$ cat src/rtl/esc_pkg.sv
// ----------------------------------------------------------------------------
// esc_pkg
// shared types, widths, register indexes and pipeline latencies of the
// environmental sensor compensation block
// ----------------------------------------------------------------------------
package esc_pkg;

  // configuration register indexes
  localparam logic [2:0] CFG_TEMP_CAL    = 3'd0;
  localparam logic [2:0] CFG_PRESS_CAL_A = 3'd1;
  localparam logic [2:0] CFG_PRESS_CAL_B = 3'd2;
  localparam logic [2:0] CFG_PRESS_CAL_C = 3'd3;
  localparam logic [2:0] CFG_HUM_CAL_A   = 3'd4;
  localparam logic [2:0] CFG_HUM_CAL_B   = 3'd5;

  // datapath widths
  localparam int TF_W   = 24;
  localparam int NUM_W  = 100;
  localparam int DEN_W  = 70;
  localparam int S_W    = 32;
  localparam int DIV_QW = 31;
  localparam int DIV_CW = (NUM_W > DEN_W + DIV_QW) ? NUM_W : DEN_W + DIV_QW;

  // pipeline latencies
  localparam int LAT_TEMP  = 4;
  localparam int LAT_PRE   = 7;
  localparam int LAT_DIV   = 34;
  localparam int LAT_POST  = 4;
  localparam int LAT_HUM   = 11;
  localparam int LAT_PRESS = LAT_PRE + LAT_DIV + LAT_POST;
  localparam int LAT_TOTAL = LAT_TEMP + LAT_PRESS;

  typedef struct packed {
    logic [15:0] t1;
    logic [15:0] t2;
    logic [15:0] t3;
    logic [15:0] p1;
    logic [15:0] p2;
    logic [15:0] p3;
    logic [15:0] p4;
    logic [15:0] p5;
    logic [15:0] p6;
    logic [15:0] p7;
    logic [15:0] p8;
    logic [15:0] p9;
    logic [7:0]  h1;
    logic [15:0] h2;
    logic [7:0]  h3;
    logic [7:0]  h6;
    logic [11:0] h4;
    logic [11:0] h5;
  } cal_t;

  typedef struct packed {
    logic            vld;
    logic [TF_W-1:0] tf;
    logic [15:0]     tc;
    logic [19:0]     rp;
    logic [15:0]     rh;
  } temp_word_t;

  typedef struct packed {
    logic             vld;
    logic             dz;
    logic [NUM_W-1:0] num;
    logic [DEN_W-1:0] den;
  } div_word_t;

  typedef struct packed {
    logic           vld;
    logic           dz;
    logic [S_W-1:0] s;
  } quo_word_t;

  typedef struct packed {
    logic        vld;
    logic        pvalid;
    logic [24:0] press;
  } press_word_t;

endpackage

$ cat src/rtl/esc_temp.sv
// ----------------------------------------------------------------------------
// esc_temp
// temperature compensation pipeline: fine temperature and hundredths of degC
// ----------------------------------------------------------------------------
module esc_temp (
  input  logic                clk,
  input  logic                rst_n,
  input  esc_pkg::cal_t       cal,
  input  logic                in_vld,
  input  logic [19:0]         raw_temp,
  input  logic [19:0]         raw_press,
  input  logic [15:0]         raw_hum,
  output esc_pkg::temp_word_t tout
);

  localparam int NT_W = 58;

  logic               v1_r, v2_r, v3_r;
  logic signed [20:0] d_r;
  logic signed [36:0] m1_r;
  logic signed [41:0] dsq_r;
  logic signed [NT_W-1:0] n_r;
  logic [19:0] rp1_r, rp2_r, rp3_r;
  logic [15:0] rh1_r, rh2_r, rh3_r;
  esc_pkg::temp_word_t out_r;

  logic signed [20:0]     d_nxt;
  logic signed [36:0]     m1_nxt;
  logic signed [41:0]     dsq_nxt;
  logic signed [NT_W-1:0] m2_nxt;
  logic signed [NT_W-1:0] n_nxt;
  logic signed [NT_W-1:0] tf_sh;
  logic signed [NT_W-1:0] tf_full;
  logic signed [NT_W+2:0] n5;
  logic signed [NT_W+2:0] tc_sh;
  logic signed [NT_W+2:0] tc_full;
  logic [15:0]            tc_nxt;

  always_comb begin
    d_nxt   = $signed({1'b0, raw_temp}) - $signed({1'b0, cal.t1, 4'b0000});
    m1_nxt  = d_r * $signed(cal.t2);
    dsq_nxt = d_r * d_r;
    m2_nxt  = dsq_r * $signed(cal.t3);
    n_nxt   = (NT_W'(m1_r) <<< 20) + m2_nxt;
    tf_sh   = n_r >>> 34;
    tf_full = tf_sh + NT_W'(n_r[NT_W-1] && (|n_r[33:0]));
    n5      = (NT_W+3)'(n_r) * 5;
    tc_sh   = n5 >>> 42;
    tc_full = tc_sh + (NT_W+3)'(n5[NT_W+2] && (|n5[41:0]));
    if (tc_full > 32767) begin
      tc_nxt = 16'h7fff;
    end else if (tc_full < -32768) begin
      tc_nxt = 16'h8000;
    end else begin
      tc_nxt = tc_full[15:0];
    end
  end

  always_ff @(posedge clk) begin
    if (!rst_n) begin
      v1_r      <= 1'b0;
      v2_r      <= 1'b0;
      v3_r      <= 1'b0;
      out_r.vld <= 1'b0;
    end else begin
      v1_r      <= in_vld;
      v2_r      <= v1_r;
      v3_r      <= v2_r;
      out_r.vld <= v3_r;
    end
  end

  always_ff @(posedge clk) begin
    d_r      <= d_nxt;
    rp1_r    <= raw_press;
    rh1_r    <= raw_hum;
    m1_r     <= m1_nxt;
    dsq_r    <= dsq_nxt;
    rp2_r    <= rp1_r;
    rh2_r    <= rh1_r;
    n_r      <= n_nxt;
    rp3_r    <= rp2_r;
    rh3_r    <= rh2_r;
    out_r.tf <= tf_full[esc_pkg::TF_W-1:0];
    out_r.tc <= tc_nxt;
    out_r.rp <= rp3_r;
    out_r.rh <= rh3_r;
  end

  assign tout = out_r;

endmodule

$ cat config.mk
export PLATFORM = sky130hd
export DESIGN_NAME = esc_temp
export DESIGN_NICKNAME = d
export VERILOG_FILES = /design/src/rtl/esc_pkg.sv /design/src/rtl/esc_temp.sv
export SDC_FILE = /design/constraint.sdc
export NUM_CORES = 2
export LEC_CHECK = 0
export BUFFER_PORTS_ARGS = -buffer_cell sky130_fd_sc_hd__clkbuf_2
export CAP_MARGIN = 10
export CORE_MARGIN = 10
export CORE_UTILIZATION = 35
export CTS_CLUSTER_SIZE = 8
export DETAILED_ROUTE_END_ITERATION = 7
export PLACE_DENSITY = 0.48
export SYNTH_ARGS = -nofsm -noshare
export SYNTH_HDL_FRONTEND = slang
export SYNTH_SLANG_ARGS = --single-unit
$ cat constraint.sdc
create_clock -name clk -period 22.2 [get_ports clk]
set_clock_uncertainty 0.05 [all_clocks]
set_input_delay 2.22 -clock clk [delete_from_list [all_inputs] [get_ports clk]]
set_output_delay 2.22 -clock clk [all_outputs]
set_load 0.005 [all_outputs]
# == Word level (Yosys, flattened, before mapping) ==
# Index checks and enable logic that the tools add are counted.
# word_totals
reg_bits,346
# classes
order_cmp,2
muxes,1
add_sub_neg,4
mul,4
reduce_logical,4
# op_table
operator,count
58-bit by 4-bit multiplier with 61-bit output (second input constant),1
57-bit by 58-bit adder with 58-bit output,1
42-bit by 16-bit multiplier with 58-bit output,1
21-bit by 21-bit multiplier with 42-bit output,1
42-bit OR reduction,1
21-bit by 16-bit multiplier with 37-bit output,1
34-bit OR reduction,1
24-bit by 2-bit adder with 24-bit output,1
20-bit by 20-bit subtractor with 21-bit output,1
19-bit by 2-bit adder with 20-bit output,1
20-bit by 16-bit greater-than comparator with 1-bit output (second input constant),1
20-bit by 16-bit less-than comparator with 1-bit output (second input constant),1
16-bit two-way mux,1
1-bit logical AND,2

# == Logic depth before layout (Yosys ltp) ==
# logic_depth
ltp_word,6
ltp_mapped,30
mapped_depth_nobuf,29

# == Worst setup path before layout ==
# Ideal clock, no wire load.
# synth_path
path_kind,input -> register
startpoint,input port cal[225] (netlist name)
endpoint,register m1_r[36]
setup_ns,0.072
arrival_time_ns,8.669
cell_stages,25
path_slack_ns,13.409
cell_sequence,clkbuf_1 nand2_1 fa_1 inv_1 fa_1 inv_1 fa_1 fa_1 inv_1 fa_1 inv_1 fa_1 inv_1 ha_1 and3_1 a211oi_1 a31oi_1 nand4_1 a21oi_1 o41a_1 a41o_1 o41ai_1 nor2_1 a2111oi_0 xnor2_1
# synth_via
elab_chain_cells,1
# synth_rtl
element,line_no,source
start: declaration,esc_temp.sv:8,"input esc_pkg::cal_t cal,"
21-bit by 16-bit multiplier with 37-bit output,esc_temp.sv:41,m1_nxt = d_r * $signed(cal.t2);
via m1_nxt[36],esc_temp.sv:28,logic signed [36:0] m1_nxt;
end signal: assignment,esc_temp.sv:77,m1_r <= m1_nxt;
end: declaration,esc_temp.sv:20,logic signed [36:0] m1_r;
# The timed path passes the listed nets, and every way through them passes these cells.
# A chain may end at the register's enable or synchronous reset.

# == Worst setup path after layout ==
# Ends and elaborated chain as after synthesis.

==> summary.md <==
| Metric | Value |
|---|---|
| Simple-gate share of the synthesized area | 0.1339 |
| Rows | 155 |
| Endpoints failing hold | 0 |
| Crit start category | primary input |
| Number of global-route vias before repair | 48730 |
| Worst-path maximum fanout | 21 |
| Post_cts resized | 0 |
| Setup TNS | 0 ns |
| Fin crit share | 0.4138 |
| Hold Buf Count CTS | 0 |
| Vias per cell | 4.696 |
| Family with the most delay on the worst path | adder cells |
| Postcts setup bufs | 0 |
| Synth-to-Final Area Change | 7.566% |
| H-tree lvl count | 2 |
| Clk pin slew, worst setup/hold paths | 0.05 ns |
| Mapped Area | 62980 sq um |
| I/O Buffers | 183 |
| Antenna violations before repair | 9 |
| GRT overflow | 0 |
| First-pass GRT wire length | 264.8 mm |
| Slowest stage delay, CP | 0.58 ns |
| Final setup vio count | 0 |
| Final Critical Period | 9.186 ns |
| Initial core utilization | 0.3526 |
| Final instance area | 67740 sq um |
| R2R Setup Slk | 13.65 ns |
| Die width | 444.2 um |
| Sequential cell area | 6907 sq um |
| Post-synthesis cell count | 6814 |
| Arr. time, crit path | 9.64 ns |
| Hold endpoint | rp2_r[19] |
| Fin nets | 9024 |
| Multi-input logic area | 48640 sq um |
| Initial DRC count | 2014 |
| Adder-Cell Fraction of Synth Area | 0.5392 |
| Core Area | 178600 sq um |
| Largest net degree at the start of global routing | 42 |
| Yosys cell types | 88 |
| Complex-gate fraction of the synthesized area | 0.06501 |
| Final slew viol count | 0 |
| Layout cells sized above 1 | 0.05000 |
| Xor/xnor share of the synthesized area | 0.03324 |
| Slowest cell on crit path | a2111oi_0 |
| Count of boundary I/O pins | 392 |
| Hold depth | 0 |
| Most Frequent Cell on Critical Path | fa_1 |
| Post-synthesis mux area share | 0.0006755 |
| Antenna viol nets, final | 0 |
| Max-Cap Viols | 0 |
| Vias | 43300 |
| Hpwl dp | 130.1 mm |
| Ys flop type | dfxtp_1 |
| Rel. slew slack | 0.2496 |
| Final WL | 161.2 mm |
| RSZ-0062 raised after global routing | no |
| Number of fill cells in the layout | 18290 |
| Inserted Clock Buffers | 53 |
| Global-route usage over all layers | 0.1660 |
| CTS tree | done |
| Post-synthesis sequential area ratio | 0.1097 |
| FF-to-FF End | dsq_r[40] |
| CTS Buffer Depth | 3 |
| Outcome | complete, no violations |
| CP Class | in2reg |
| R2r startpoint | d_r[5] |
| Hold Crit Class | reg2reg |
| WP buf/inv | 6 |
| FMAX | 108.9 MHz |
| Register bit total from synthesis | 345 |
| Root Driver | clkbuf_16 |
| Syn_area_per_cell | 9.242 sq um |
| R2R depth | 26 |
| RePlAce Congestion | 0.8136 |
| Die footprint | 197300 sq um |
| Most frequent cells in the layout | inv_1 (1715), fa_1 (1410), nand2_1 (876) |
| Routed len/inst | 17.49 um |
| Post-synth EDFFs | 0 |
| Commonest non-fill, non-tap cell in the layout | inv_1 |
| Hold_sp | rp1_r[19] |
| 1st-pass router iterations | 5 |
| Area after DPL | 66170 sq um |
| Worst setup EP type | register |
| CTS sink count | 345 |
| Combinational family with the most area after synthesis | adder cells |
| DRC errors left | 0 |
| Worst Path Required | 22.65 ns |
| Worst-margin pin slew | 1.126 ns |
| Die Span Y | 444.2 um |
| Synthesis Warnings | 0 |
| Async set-or-reset flop fraction in the synthesized netlist | 0 |
| Worst-Skew Late Latency | 0.70 ns |
per-layer routing:
layer	vias to the layer above	routed length, um	global-route usage
met1	22140	74830	0.2259
met3	169	6845	0.02136
li1	20170	-	-
met5	-	0	0
met4	0	4016	0.03997
met2	825	75550	0.2799
flip-flops by register name (all words and copies together), names as in the netlist:
signal,count
d_r,21
dsq_r,41
m1_r,37
n_r,58
rh1_r,16
rh2_r,16
rh3_r,16
rp1_r,20
rp2_r,20
rp3_r,20
tout,77
v1_r,1
v2_r,1
v3_r,1
how the worst max path moves through the flow:
stage,startpoint,to,depth (start not counted)
global placement,cal[225],m1_r[35],25
floorplan,cal[225],m1_r[36],25
CTS,cal[223],n_r[56],27
finish,cal[225],m1_r[36],25
global route,cal[226],m1_r[35],25
detailed placement,cal[225],m1_r[36],25
cells by family after synthesis:
logic type      count (synthesis)
flops                         345
other cells                     2
xor+xnor                      239
mux                             4
simple gates                 1773
fa+ha+maj                    1868
compound gates                610
buf+inv                      1973
cell usage after synthesis (all sizes together) (17+ instances only):
master | n | share of area
nor2b | 30 | 0.0030
fa | 1410 | 0.45
and3 | 23 | 0.0023
nor3 | 33 | 0.0027
ha | 458 | 0.091
a21o | 105 | 0.013
o21a | 21 | 0.0025
nand2 | 877 | 0.052
dfxtp | 345 | 0.11
and2 | 427 | 0.042
o21ai | 103 | 0.0082
nor2 | 177 | 0.011
o22ai | 20 | 0.0030
nand3 | 54 | 0.0043
nand2b | 54 | 0.0054
xor2 | 71 | 0.0099
clkbuf | 241 | 0.014
buf | 17 | 0.0015
nand4 | 30 | 0.0030
inv | 1715 | 0.10
o21bai | 30 | 0.0038
xnor2 | 168 | 0.023
a21oi | 185 | 0.015
per-stage QoR:
stage | util | hold slack, ns | cells | worst slack, ns
floorplan | - | 0.2596 | 6818 | 13.41
global placement | 0.3704 | 0.2596 | 9140 | 12.42
detailed placement | 0.3704 | 0.2621 | 9140 | 12.35
CTS | 0.3791 | 0.2687 | 9214 | 13.00
global route | 0.3792 | 0.2734 | 9218 | 12.56
finish | 0.3793 | 0.2679 | 9220 | 13.01
layout make-up:
type / instances / area share
diodes: 5 / 0.0001847
clock buffers: 65 / 0.02083
clock inverters: 9 / 0.002106
inverters: 1715 / 0.09503
multi-input cells: 4500 / 0.7181
flip-flops and latches: 345 / 0.1020
well taps: 2355 / 0.04350
repair buffers: 226 / 0.01829
Power is not shown: default switching activity piles up to over one toggle a cycle in this logic, so the estimate is an artifact.
